**src/rtl/core/cpbbt_pkg.sv**
```systemverilog
// shared types, register codes and reset values of the back-to-back cluster pair tagger
package cpbbt_pkg;

	localparam int MAX_CLUSTERS_DEF = 16;

	localparam int CFG_IDX_W  = 3;
	localparam int CFG_DATA_W = 36;

	// register indexes
	localparam logic [CFG_IDX_W-1:0] REG_VETO_LIMITS   = 3'd0;
	localparam logic [CFG_IDX_W-1:0] REG_SELECT_LIMITS = 3'd1;
	localparam logic [CFG_IDX_W-1:0] REG_PAIR_CEILING  = 3'd2;
	localparam logic [CFG_IDX_W-1:0] REG_VETO_WINDOW   = 3'd3;
	localparam logic [CFG_IDX_W-1:0] REG_SELECT_WINDOW = 3'd4;
	localparam logic [CFG_IDX_W-1:0] REG_PAIR_WINDOW   = 3'd5;
	localparam logic [CFG_IDX_W-1:0] REG_RING_RANGE    = 3'd6;

	// reset values
	localparam logic [15:0] VETO_LIMITS_RST   = 16'd11550;
	localparam logic [15:0] SELECT_LIMITS_RST = 16'd10265;
	localparam logic [7:0]  PAIR_CEILING_RST  = 8'd20;
	localparam logic [26:0] VETO_WINDOW_RST   = 27'd49892000;
	localparam logic [35:0] SELECT_WINDOW_RST = 36'd26885601420;
	localparam logic [35:0] PAIR_WINDOW_RST   = 36'd25544724640;
	localparam logic [9:0]  RING_RANGE_RST    = 10'd483;

	localparam logic [8:0]  PHI_FOLD      = 9'd180;
	localparam logic [10:0] PHI_FULL      = 11'd360;
	localparam logic [4:0]  RING_LIMIT    = 5'd18;
	localparam logic [3:0]  CEILING_SCALE = 4'd10;

	// veto in-track class codes
	localparam logic [1:0] VCLS_NONE    = 2'd0;
	localparam logic [1:0] VCLS_OUTSIDE = 2'd1;
	localparam logic [1:0] VCLS_INSIDE  = 2'd2;

	// selection ring class codes
	localparam logic [2:0] SCLS_NONE    = 3'd0;
	localparam logic [2:0] SCLS_OUTSIDE = 3'd1;
	localparam logic [2:0] SCLS_OTHER   = 3'd5;

	// one stored cluster, tower in the lowest bits
	typedef struct packed {
		logic [4:0]  theta_ring;
		logic [7:0]  theta_deg;
		logic [8:0]  phi_deg;
		logic [3:0]  energy_scale;
		logic [11:0] energy_centi;
		logic [9:0]  tower_id;
	} cluster_t;

	// one result, veto_hit in the lowest bit
	typedef struct packed {
		logic        low_pair_hit;
		logic [9:0]  select_tower_b;
		logic [9:0]  select_tower_a;
		logic [2:0]  select_ring_class;
		logic        select_hit;
		logic [9:0]  veto_tower_b;
		logic [9:0]  veto_tower_a;
		logic [1:0]  veto_track_class;
		logic        veto_hit;
	} result_t;

	// both energies above low*scale and one above high*scale
	function automatic logic energy_pass(cluster_t a, cluster_t b, logic [15:0] limits);
		logic [11:0] lo_a;
		logic [11:0] lo_b;
		logic [11:0] hi_a;
		logic [11:0] hi_b;
		lo_a = {4'd0, limits[7:0]} * {8'd0, a.energy_scale};
		lo_b = {4'd0, limits[7:0]} * {8'd0, b.energy_scale};
		hi_a = {4'd0, limits[15:8]} * {8'd0, a.energy_scale};
		hi_b = {4'd0, limits[15:8]} * {8'd0, b.energy_scale};
		return (a.energy_centi > lo_a) && (b.energy_centi > lo_b) &&
			((a.energy_centi > hi_a) || (b.energy_centi > hi_b));
	endfunction

	// open window on the signed folded phi difference
	function automatic logic phi_above(logic signed [10:0] dphi, logic [8:0] lo);
		return dphi > $signed({2'b00, lo});
	endfunction

	function automatic logic phi_below(logic signed [10:0] dphi, logic [8:0] hi);
		return dphi < $signed({2'b00, hi});
	endfunction

	function automatic logic sum_window(logic [8:0] tsum, logic [8:0] lo, logic [8:0] hi);
		return (tsum > lo) && (tsum < hi);
	endfunction

endpackage

```
**src/rtl/core/cluster_pair_back_to_back_tagger.sv**
```systemverilog
// back-to-back cluster pair tagger: cluster memory, pair scan sequencer and result register
// a non-last item is taken while loading; the last item of an event with n clusters
// starts a scan that reads each first cluster and then every later one, and the result
// is loaded once the scan ends, or after the last item when n is below two
// throughput: one item per cycle while loading; input held off until the result is loaded
// reset: registers take their defaults, cluster count is zero, memory contents are not cleared
module cluster_pair_back_to_back_tagger #(
	parameter int MAX_CLUSTERS = cpbbt_pkg::MAX_CLUSTERS_DEF
) (
	input  logic                            clk,
	input  logic                            arst_n,
	input  logic                            cfg_we,
	input  logic [cpbbt_pkg::CFG_IDX_W-1:0]  cfg_index,
	input  logic [cpbbt_pkg::CFG_DATA_W-1:0] cfg_data,
	input  logic                            s_tvalid,
	output logic                            s_tready,
	// tower_id, energy_centi, energy_scale, phi_deg, theta_deg, theta_ring
	input  logic [47:0]                     s_tdata,
	// empty_marker
	input  logic                            s_tuser,
	// last_cluster
	input  logic                            s_tlast,
	output logic                            m_tvalid,
	input  logic                            m_tready,
	// veto_hit, veto_track_class, veto_tower_a, veto_tower_b, select_hit,
	// select_ring_class, select_tower_a, select_tower_b, low_pair_hit
	output logic [47:0]                     m_tdata
);

	localparam int IW = (MAX_CLUSTERS > 1) ? $clog2(MAX_CLUSTERS) : 1;
	localparam int CW = $clog2(MAX_CLUSTERS + 1);

	localparam logic [1:0] ST_LOAD  = 2'd0;
	localparam logic [1:0] ST_SCAN  = 2'd1;
	localparam logic [1:0] ST_DRAIN = 2'd2;
	localparam logic [1:0] ST_OUT   = 2'd3;

	logic [1:0] state_q;
	logic [CW-1:0] cnt_q;
	logic [CW-1:0] cnt_nx;
	logic [CW-1:0] gi_q;
	logic [CW-1:0] gj_q;
	logic gph_q;

	logic [15:0] veto_lim_q;
	logic [15:0] sel_lim_q;
	logic [7:0]  ceil_q;
	logic [26:0] veto_win_q;
	logic [35:0] sel_win_q;
	logic [35:0] pair_win_q;
	logic [9:0]  ring_rng_q;

	cpbbt_pkg::cluster_t store_q [MAX_CLUSTERS];
	cpbbt_pkg::cluster_t rd_s1;
	logic rv_s1;
	logic rkind_s1;
	cpbbt_pkg::cluster_t a_q;

	logic veto_q;
	logic sel_q;
	logic low_q;
	logic [9:0] vta_q;
	logic [9:0] vtb_q;
	logic [9:0] sta_q;
	logic [9:0] stb_q;
	logic [4:0] vra_q;
	logic [4:0] vrb_q;
	logic [4:0] sra_q;
	logic [4:0] srb_q;

	logic m_tvalid_q;
	cpbbt_pkg::result_t m_tdata_q;

	logic in_acc;
	logic do_store;
	logic [IW-1:0] raddr;
	logic gen_last;
	logic out_load;

	logic [8:0] dabs;
	logic signed [10:0] dphi;
	logic [8:0] tsum;
	logic [11:0] ceil10;
	logic veto_pair;
	logic sel_pair;
	logic low_pair;

	logic [1:0] vclass;
	logic [2:0] sclass;
	logic [4:0] min_ring;
	cpbbt_pkg::result_t res;

	assign s_tready = (state_q == ST_LOAD);
	assign in_acc   = s_tvalid && s_tready;
	assign do_store = in_acc && !s_tuser && (cnt_q < CW'(MAX_CLUSTERS));
	assign cnt_nx   = do_store ? cnt_q + 1'b1 : cnt_q;

	assign raddr    = gph_q ? gj_q[IW-1:0] : gi_q[IW-1:0];
	assign gen_last = gph_q && (gj_q == cnt_q - 1'b1) && (gi_q == cnt_q - CW'(2));
	assign out_load = (state_q == ST_OUT) && (!m_tvalid_q || m_tready);

	assign m_tvalid = m_tvalid_q;
	assign m_tdata  = m_tdata_q;

	// pair tests on the held first cluster and the one just read
	always_comb begin
		dabs = (a_q.phi_deg >= rd_s1.phi_deg) ? a_q.phi_deg - rd_s1.phi_deg
			: rd_s1.phi_deg - a_q.phi_deg;
		dphi = (dabs > cpbbt_pkg::PHI_FOLD) ? $signed(cpbbt_pkg::PHI_FULL - {2'b00, dabs})
			: $signed({2'b00, dabs});
		tsum = {1'b0, a_q.theta_deg} + {1'b0, rd_s1.theta_deg};
		ceil10 = {4'd0, ceil_q} * {8'd0, cpbbt_pkg::CEILING_SCALE};
		veto_pair = cpbbt_pkg::phi_above(dphi, veto_win_q[8:0]) &&
			cpbbt_pkg::sum_window(tsum, veto_win_q[17:9], veto_win_q[26:18]) &&
			cpbbt_pkg::energy_pass(a_q, rd_s1, veto_lim_q);
		sel_pair = cpbbt_pkg::phi_above(dphi, sel_win_q[8:0]) &&
			cpbbt_pkg::phi_below(dphi, sel_win_q[17:9]) &&
			cpbbt_pkg::sum_window(tsum, sel_win_q[26:18], sel_win_q[35:27]) &&
			cpbbt_pkg::energy_pass(a_q, rd_s1, sel_lim_q);
		low_pair = cpbbt_pkg::phi_above(dphi, pair_win_q[8:0]) &&
			cpbbt_pkg::phi_below(dphi, pair_win_q[17:9]) &&
			cpbbt_pkg::sum_window(tsum, pair_win_q[26:18], pair_win_q[35:27]) &&
			(a_q.energy_centi < ceil10) && (rd_s1.energy_centi < ceil10);
	end

	// classes of the reported pairs
	always_comb begin
		vclass = cpbbt_pkg::VCLS_NONE;
		if (veto_q) begin
			if (vra_q >= ring_rng_q[4:0] && vra_q <= ring_rng_q[9:5] &&
				vrb_q >= ring_rng_q[4:0] && vrb_q <= ring_rng_q[9:5]) begin
				vclass = cpbbt_pkg::VCLS_INSIDE;
			end else begin
				vclass = cpbbt_pkg::VCLS_OUTSIDE;
			end
		end
		min_ring = (sra_q < srb_q) ? sra_q : srb_q;
		sclass = cpbbt_pkg::SCLS_NONE;
		if (sel_q) begin
			if (min_ring == 5'd0 || min_ring >= cpbbt_pkg::RING_LIMIT) begin
				sclass = cpbbt_pkg::SCLS_OUTSIDE;
			end else if (min_ring <= 5'd3) begin
				sclass = min_ring[2:0] + 3'd1;
			end else begin
				sclass = cpbbt_pkg::SCLS_OTHER;
			end
		end
		res.veto_hit          = veto_q;
		res.veto_track_class  = vclass;
		res.veto_tower_a      = veto_q ? vta_q : 10'd0;
		res.veto_tower_b      = veto_q ? vtb_q : 10'd0;
		res.select_hit        = sel_q;
		res.select_ring_class = sclass;
		res.select_tower_a    = sel_q ? sta_q : 10'd0;
		res.select_tower_b    = sel_q ? stb_q : 10'd0;
		res.low_pair_hit      = low_q;
	end

	// cluster memory: one write port, one registered read port
	always_ff @(posedge clk) begin
		if (do_store) begin
			store_q[cnt_q[IW-1:0]] <= cpbbt_pkg::cluster_t'(s_tdata);
		end
		rd_s1 <= store_q[raddr];
	end

	// first cluster of the pair and result payload
	always_ff @(posedge clk) begin
		if (rv_s1 && !rkind_s1) begin
			a_q <= rd_s1;
		end
		if (rv_s1 && rkind_s1) begin
			if (veto_pair) begin
				vta_q <= a_q.tower_id;
				vtb_q <= rd_s1.tower_id;
				vra_q <= a_q.theta_ring;
				vrb_q <= rd_s1.theta_ring;
			end
			if (sel_pair) begin
				sta_q <= a_q.tower_id;
				stb_q <= rd_s1.tower_id;
				sra_q <= a_q.theta_ring;
				srb_q <= rd_s1.theta_ring;
			end
		end
		if (out_load) begin
			m_tdata_q <= res;
		end
	end

	always_ff @(posedge clk or negedge arst_n) begin
		if (!arst_n) begin
			veto_lim_q <= cpbbt_pkg::VETO_LIMITS_RST;
			sel_lim_q  <= cpbbt_pkg::SELECT_LIMITS_RST;
			ceil_q     <= cpbbt_pkg::PAIR_CEILING_RST;
			veto_win_q <= cpbbt_pkg::VETO_WINDOW_RST;
			sel_win_q  <= cpbbt_pkg::SELECT_WINDOW_RST;
			pair_win_q <= cpbbt_pkg::PAIR_WINDOW_RST;
			ring_rng_q <= cpbbt_pkg::RING_RANGE_RST;
		end else if (cfg_we) begin
			case (cfg_index)
				cpbbt_pkg::REG_VETO_LIMITS:   veto_lim_q <= cfg_data[15:0];
				cpbbt_pkg::REG_SELECT_LIMITS: sel_lim_q  <= cfg_data[15:0];
				cpbbt_pkg::REG_PAIR_CEILING:  ceil_q     <= cfg_data[7:0];
				cpbbt_pkg::REG_VETO_WINDOW:   veto_win_q <= cfg_data[26:0];
				cpbbt_pkg::REG_SELECT_WINDOW: sel_win_q  <= cfg_data[35:0];
				cpbbt_pkg::REG_PAIR_WINDOW:   pair_win_q <= cfg_data[35:0];
				cpbbt_pkg::REG_RING_RANGE:    ring_rng_q <= cfg_data[9:0];
				default: begin
				end
			endcase
		end
	end

	always_ff @(posedge clk or negedge arst_n) begin
		if (!arst_n) begin
			state_q    <= ST_LOAD;
			cnt_q      <= '0;
			gi_q       <= '0;
			gj_q       <= '0;
			gph_q      <= 1'b0;
			rv_s1      <= 1'b0;
			rkind_s1   <= 1'b0;
			veto_q     <= 1'b0;
			sel_q      <= 1'b0;
			low_q      <= 1'b0;
			m_tvalid_q <= 1'b0;
		end else begin
			rv_s1    <= (state_q == ST_SCAN);
			rkind_s1 <= gph_q;
			if (rv_s1 && rkind_s1) begin
				if (veto_pair) veto_q <= 1'b1;
				if (sel_pair)  sel_q  <= 1'b1;
				if (low_pair)  low_q  <= 1'b1;
			end
			if (out_load) begin
				m_tvalid_q <= 1'b1;
			end else if (m_tvalid_q && m_tready) begin
				m_tvalid_q <= 1'b0;
			end
			case (state_q)
				ST_LOAD: begin
					cnt_q <= cnt_nx;
					if (in_acc && s_tlast) begin
						gi_q   <= '0;
						gj_q   <= '0;
						gph_q  <= 1'b0;
						veto_q <= 1'b0;
						sel_q  <= 1'b0;
						low_q  <= 1'b0;
						state_q <= (cnt_nx < CW'(2)) ? ST_DRAIN : ST_SCAN;
					end
				end
				ST_SCAN: begin
					// read the first cluster, then every later one
					if (!gph_q) begin
						gph_q <= 1'b1;
						gj_q  <= gi_q + 1'b1;
					end else if (gen_last) begin
						state_q <= ST_DRAIN;
					end else if (gj_q == cnt_q - 1'b1) begin
						gi_q  <= gi_q + 1'b1;
						gph_q <= 1'b0;
					end else begin
						gj_q <= gj_q + 1'b1;
					end
				end
				ST_DRAIN: begin
					if (!rv_s1) begin
						state_q <= ST_OUT;
					end
				end
				ST_OUT: begin
					if (out_load) begin
						cnt_q      <= '0;
						state_q    <= ST_LOAD;
					end
				end
				default: begin
					state_q <= ST_LOAD;
				end
			endcase
		end
	end

	a_cnt_bound: assert property (@(posedge clk) disable iff (!arst_n)
		cnt_q <= CW'(MAX_CLUSTERS))
		else $error("cluster count above store depth");

	a_scan_addr: assert property (@(posedge clk) disable iff (!arst_n)
		(state_q == ST_SCAN) |-> ({1'b0, raddr} < {1'b0, cnt_q}))
		else $error("scan reads beyond stored clusters");

	a_veto_class: assert property (@(posedge clk) disable iff (!arst_n)
		m_tvalid |-> (m_tdata[0] == (m_tdata[2:1] != cpbbt_pkg::VCLS_NONE)))
		else $error("veto class disagrees with veto flag");

	a_sel_class: assert property (@(posedge clk) disable iff (!arst_n)
		m_tvalid |-> (m_tdata[23] == (m_tdata[26:24] != cpbbt_pkg::SCLS_NONE)))
		else $error("selection class disagrees with selection flag");

endmodule

```
**config.mk**
```make
export PLATFORM = sky130hd
export DESIGN_NAME = cluster_pair_back_to_back_tagger
export DESIGN_NICKNAME = d
export VERILOG_FILES = /design/src/rtl/core/cpbbt_pkg.sv /design/src/rtl/core/cluster_pair_back_to_back_tagger.sv
export SDC_FILE = /design/constraint.sdc
export NUM_CORES = 2
export LEC_CHECK = 0
export BUFFER_PORTS_ARGS = -buffer_cell sky130_fd_sc_hd__buf_2
export CAP_MARGIN = 20
export CORE_MARGIN = 1
export CORE_UTILIZATION = 45
export CTS_BUF_LIST = sky130_fd_sc_hd__clkbuf_4 sky130_fd_sc_hd__clkbuf_8
export CTS_CLUSTER_DIAMETER = 120
export DETAILED_ROUTE_END_ITERATION = 16
export PLACE_DENSITY = 0.59
export SYNTH_ARGS = -nofsm -noshare
export SYNTH_HDL_FRONTEND = slang
export SYNTH_SLANG_ARGS = --single-unit
```
**constraint.sdc**
```tcl
create_clock -name clk -period 6.9 [get_ports clk]
set_clock_uncertainty 0.15 [all_clocks]
set_input_delay 0 -clock clk [delete_from_list [all_inputs] [get_ports clk]]
set_output_delay 0 -clock clk [all_outputs]
set_load 0.005 [all_outputs]
```
==> results by group <==
GRT
  • Vias in the first global route: approximately 35000
  • Largest net degree at the start of global routing: 100
  • Total grt overflow: 0
  • First-pass GRT wire length: 211000 um
  • GRT Util Overall: 22.0%
  • Initial antenna violation count: 23

Placement
  • Final GP Congestion: 0.844
  • Input/output buffers: 143
  • Hpwl dp: between 80000 and 90000 um

Synth
  • Ys Warns: 0
  • Synthesized area per cell: 14.3 sq um
  • Yosys reg bits: 1145
  • Post-synthesis adder-cell area fraction: 12.6%
  • Post-Synth XOR/XNOR Area: under 10%
  • Top_reg_cell synth: edfxtp_1
  • Asr flop ratio synth: between 10% and 20%
  • EDFF count, synth: 924
  • Main combinational cell family by area after synthesis: adder cells
  • Seq/Total Area, Yosys: between 50% and 60%
  • Syn nets: around 4600
  • Count of cell types in the netlist: 98
  • Simple-gate portion of the synthesized area: 7.33%
  • Mux cell area share after synthesis: 10.2%
  • Synthesized cell area: 57100 sq um
  • Synth Area in Compound Gates: between 7 and 8%
  • Mapped Cells: 3995

Finish
  • Fin nets: 5069
  • Most frequent cells in the layout: edfxtp_1 (924), ha_1 (417), inv_1 (351)
  • Final core occ: between 50% and 60%
  • Fraction of layout cells with a size suffix above 1: 20.7%
  • Area Overhead vs Synth: 15.6%
  • Most common cell after layout, fill and taps aside: edfxtp_1
  • Filler cells: 10500

Power and ir drop
  • Final Power: 29.0 mW
  • Max IR drop VDD: 0.354 mV
  • PD cells: 439 nW/um^2
  • P_leak: 25.8 nW

Detailed routing
  • Routed Antenna Nets: 0
  • Drt total wl: 140000 um
  • Vias: 34300
  • Vias per cell: 5.48
  • DR WL/cell: 22.4 um
  • Met1 wire length: 62500 um
  • Met3 wire len: 8690 um
  • Starting DRT DRC Count: 2725
  • Top Metal Used: met5
  • DRC viols: 0
  • Routed wl met2: between 60000 and 70000 um
  • Drt first pass iters: 5

STA
  • Final Setup Violations: 0
  • Slew @ Worst Pin: roughly 1.1 ns
  • Worst rel slew slack: 26.3%
  • Setup TNS: 0 ns
  • Tcrit/Tclk final: approximately 90%
  • Fmax: between 150 and 200 MHz
  • Slew Limit Fails: 0
  • Hold Fails Final Rpt: 0
  • Min cycle time layout: roughly 6.4 ns
  • RSZ-0062 raised after global routing: false

Floorplanning
  • # IOs: between 100 and 150
  • Die width: roughly 360 um
  • Initial core utilization: 45.4%
  • Die area: 128000 sq um
  • Core area: about 130000 sq um
  • Die Ht: around 360 um
  • Row cnt: 130

Worst setup path
  • Nature of the critical path startpoint: flop
  • CP endpoint kind: flop
  • WS Path Type: reg -> reg
  • WP data arrival: 6.80 ns
  • Critical Path RT: approximately 7.3 ns
  • CP max FO: 30

CTS
  • Worst-Skew Late Latency: 0.92 ns
  • Num CTS Buffers: 182
  • Clock-pin slew on the worst setup and hold paths: 0.06 ns
  • Clk root buf: clkbuf_8
  • Clock sink total: 1145
  • Number of H-tree levels: 4
  • CTS tree: built
  • Max Buffers Root-to-Sink: 3

Hold path
  • Hold Path Class: in -> reg

Flow run
  • Max-cap viol count: 0

Outcome
  • Status: finished, final reports clean
[power by group]
| group | internal [mW] | switching [mW] | total [mW] |
|---|---|---|---|
| combinational | 6.10 | 7.92 | 14.0 |
| sequential | 8.27 | 0.789 | 9.06 |
| clock | 3.20 | 2.73 | 5.93 |
[layer usage]
| metal | track usage, % | up-vias |
|---|---|---|
| li1 | - | 15800 |
| met1 | 30.3 | 17300 |
| met2 | 35.3 | 942 |
| met3 | 4.51 | 200 |
| met4 | 6.53 | 10 |
| met5 | 0 | - |
[cell type report]
class,count,area (sq um),area share [%]
flip-flops and latches,1145,33100,50.2
multi-input cells,2346,22200,33.7
repair buffers,432,3560,5.39
clock buffers,262,3170,4.80
well taps,1650,2060,3.13
inverters,351,1320,2.00
clock inverters,65,539,0.817
diodes,8,20.0,0.0303
[cells in the mapped netlist, drive strengths merged, types with 7 or more instances]
master	instances	area share, %
mux4	192	7.6
dfxtp	48	1.7
edfxtp	924	49
dfrtp	112	4.9
nand4	37	0.43
a31oi	59	0.67
buf	39	0.38
nor3	39	0.41
a21oi	135	1.2
a2111oi	7	0.14
nor2b	32	0.36
a211oi	64	0.86
xnor2	53	0.85
nand2b	35	0.38
inv	351	2.3
nor4	7	0.10
o211ai	21	0.32
o311ai	7	0.11
fa	100	3.5
a21o	74	0.98
and2	203	2.2
mux2i	12	0.21
nor2	70	0.51
o21bai	20	0.26
nand2	330	2.2
a211o	11	0.17
o21ai	110	0.97
xor2	29	0.44
dfstp	61	2.8
clkbuf	114	0.75
nand3	40	0.35
o21a	25	0.33
mux2	122	2.4
ha	417	9.1
o311a	10	0.18
[final timing paths]
path	cells past startpoint	startpoint	slack [ns]	to
max in group asynchronous	5	arst_n	4.96	veto_win_q[3]$_DFFE_PN0P_
min in group asynchronous	5	arst_n	0.65	pair_win_q[22]$_DFFE_PN0P_
worst max register to register	24	a_q[25]$_DFFE_PP_	0.50	stb_q[7]$_DFFE_PP_
worst min-delay path	4	cfg_index[1]	0.13	ceil_q[5]$_DFFE_PN0P_
worst max-delay path	24	a_q[25]$_DFFE_PP_	0.50	stb_q[7]$_DFFE_PP_
worst min register to register	0	a_q[43]$_DFFE_PP_	0.27	vra_q[0]$_DFFE_PP_
[repair_timing]
| action | CTS | global route |
|---|---|---|
| buffers inserted | 0 | 0 |
| resized for setup | 0 | 3 |
| hold buffers | 224 | 0 |
| setup endpoints to repair | 0 | 47 |
| hold endpoints to repair | 1243 | 0 |
[state kept, by name, indices dropped and copies added (netlist names), 5 cells and up]
name and flops:
gj_q 5, stb_q 10, vtb_q 10, rd_s1 48
sra_q 5, sta_q 10, cnt_q 5, pair_win_q 36
vrb_q 5, sel_win_q 36, store_q 768, ceil_q 8
sel_lim_q 16, veto_win_q 27, a_q 48, vra_q 5
srb_q 5, gi_q 5, ring_rng_q 10, m_tdata 48
veto_lim_q 16, vta_q 10
[critical path: stages (launching register included)]
cell and delay [ns]:
edfxtp_1 0.58, buf_4 0.25, nand2_1 0.09, fa_1 0.51, fa_1 0.60, inv_1 0.06
ha_1 0.29, a21o_1 0.18, a21oi_1 0.19, o21ai_0 0.12, a21oi_1 0.25, o21bai_1 0.12
a21oi_1 0.21, nor3_1 0.07, a311oi_1 0.24, ha_1 0.30, nand4_1 0.15, nor3_1 0.07
nor3_1 0.34, nand4_1 0.15, a2111oi_1 0.37, buf_4 0.20, nand4_1 0.14, a21oi_4 0.16
buf_12 0.22
[through the flow]
stage	hold WS (ns)	instance area, sq um	setup WS (ns)	std cells
2_1_floorplan	-0.446	57100	0.00599	3995
3_3_place_gp	-0.154	60000	0.593	5699
3_5_place_dp	-0.157	60000	0.528	5700
4_1_cts	0.0396	66000	0.429	6251
5_1_grt	0.108	66000	0.0324	6257
6_report	0.135	66000	0.503	6259
[cells by family (layout without fill, tap and decap cells)]
group	count (synthesis)	count (layout)
AND/OR/NAND/NOR	822	822
buffers and inverters	504	1110
other	0	8
flip-flops	1145	1145
adder cells (fa/ha/maj)	517	517
AO/OA/AOI/OAI	599	599
multiplexers	326	326
XOR/XNOR	82	82
No activity file was read; power rests on OpenSTA's default activity.
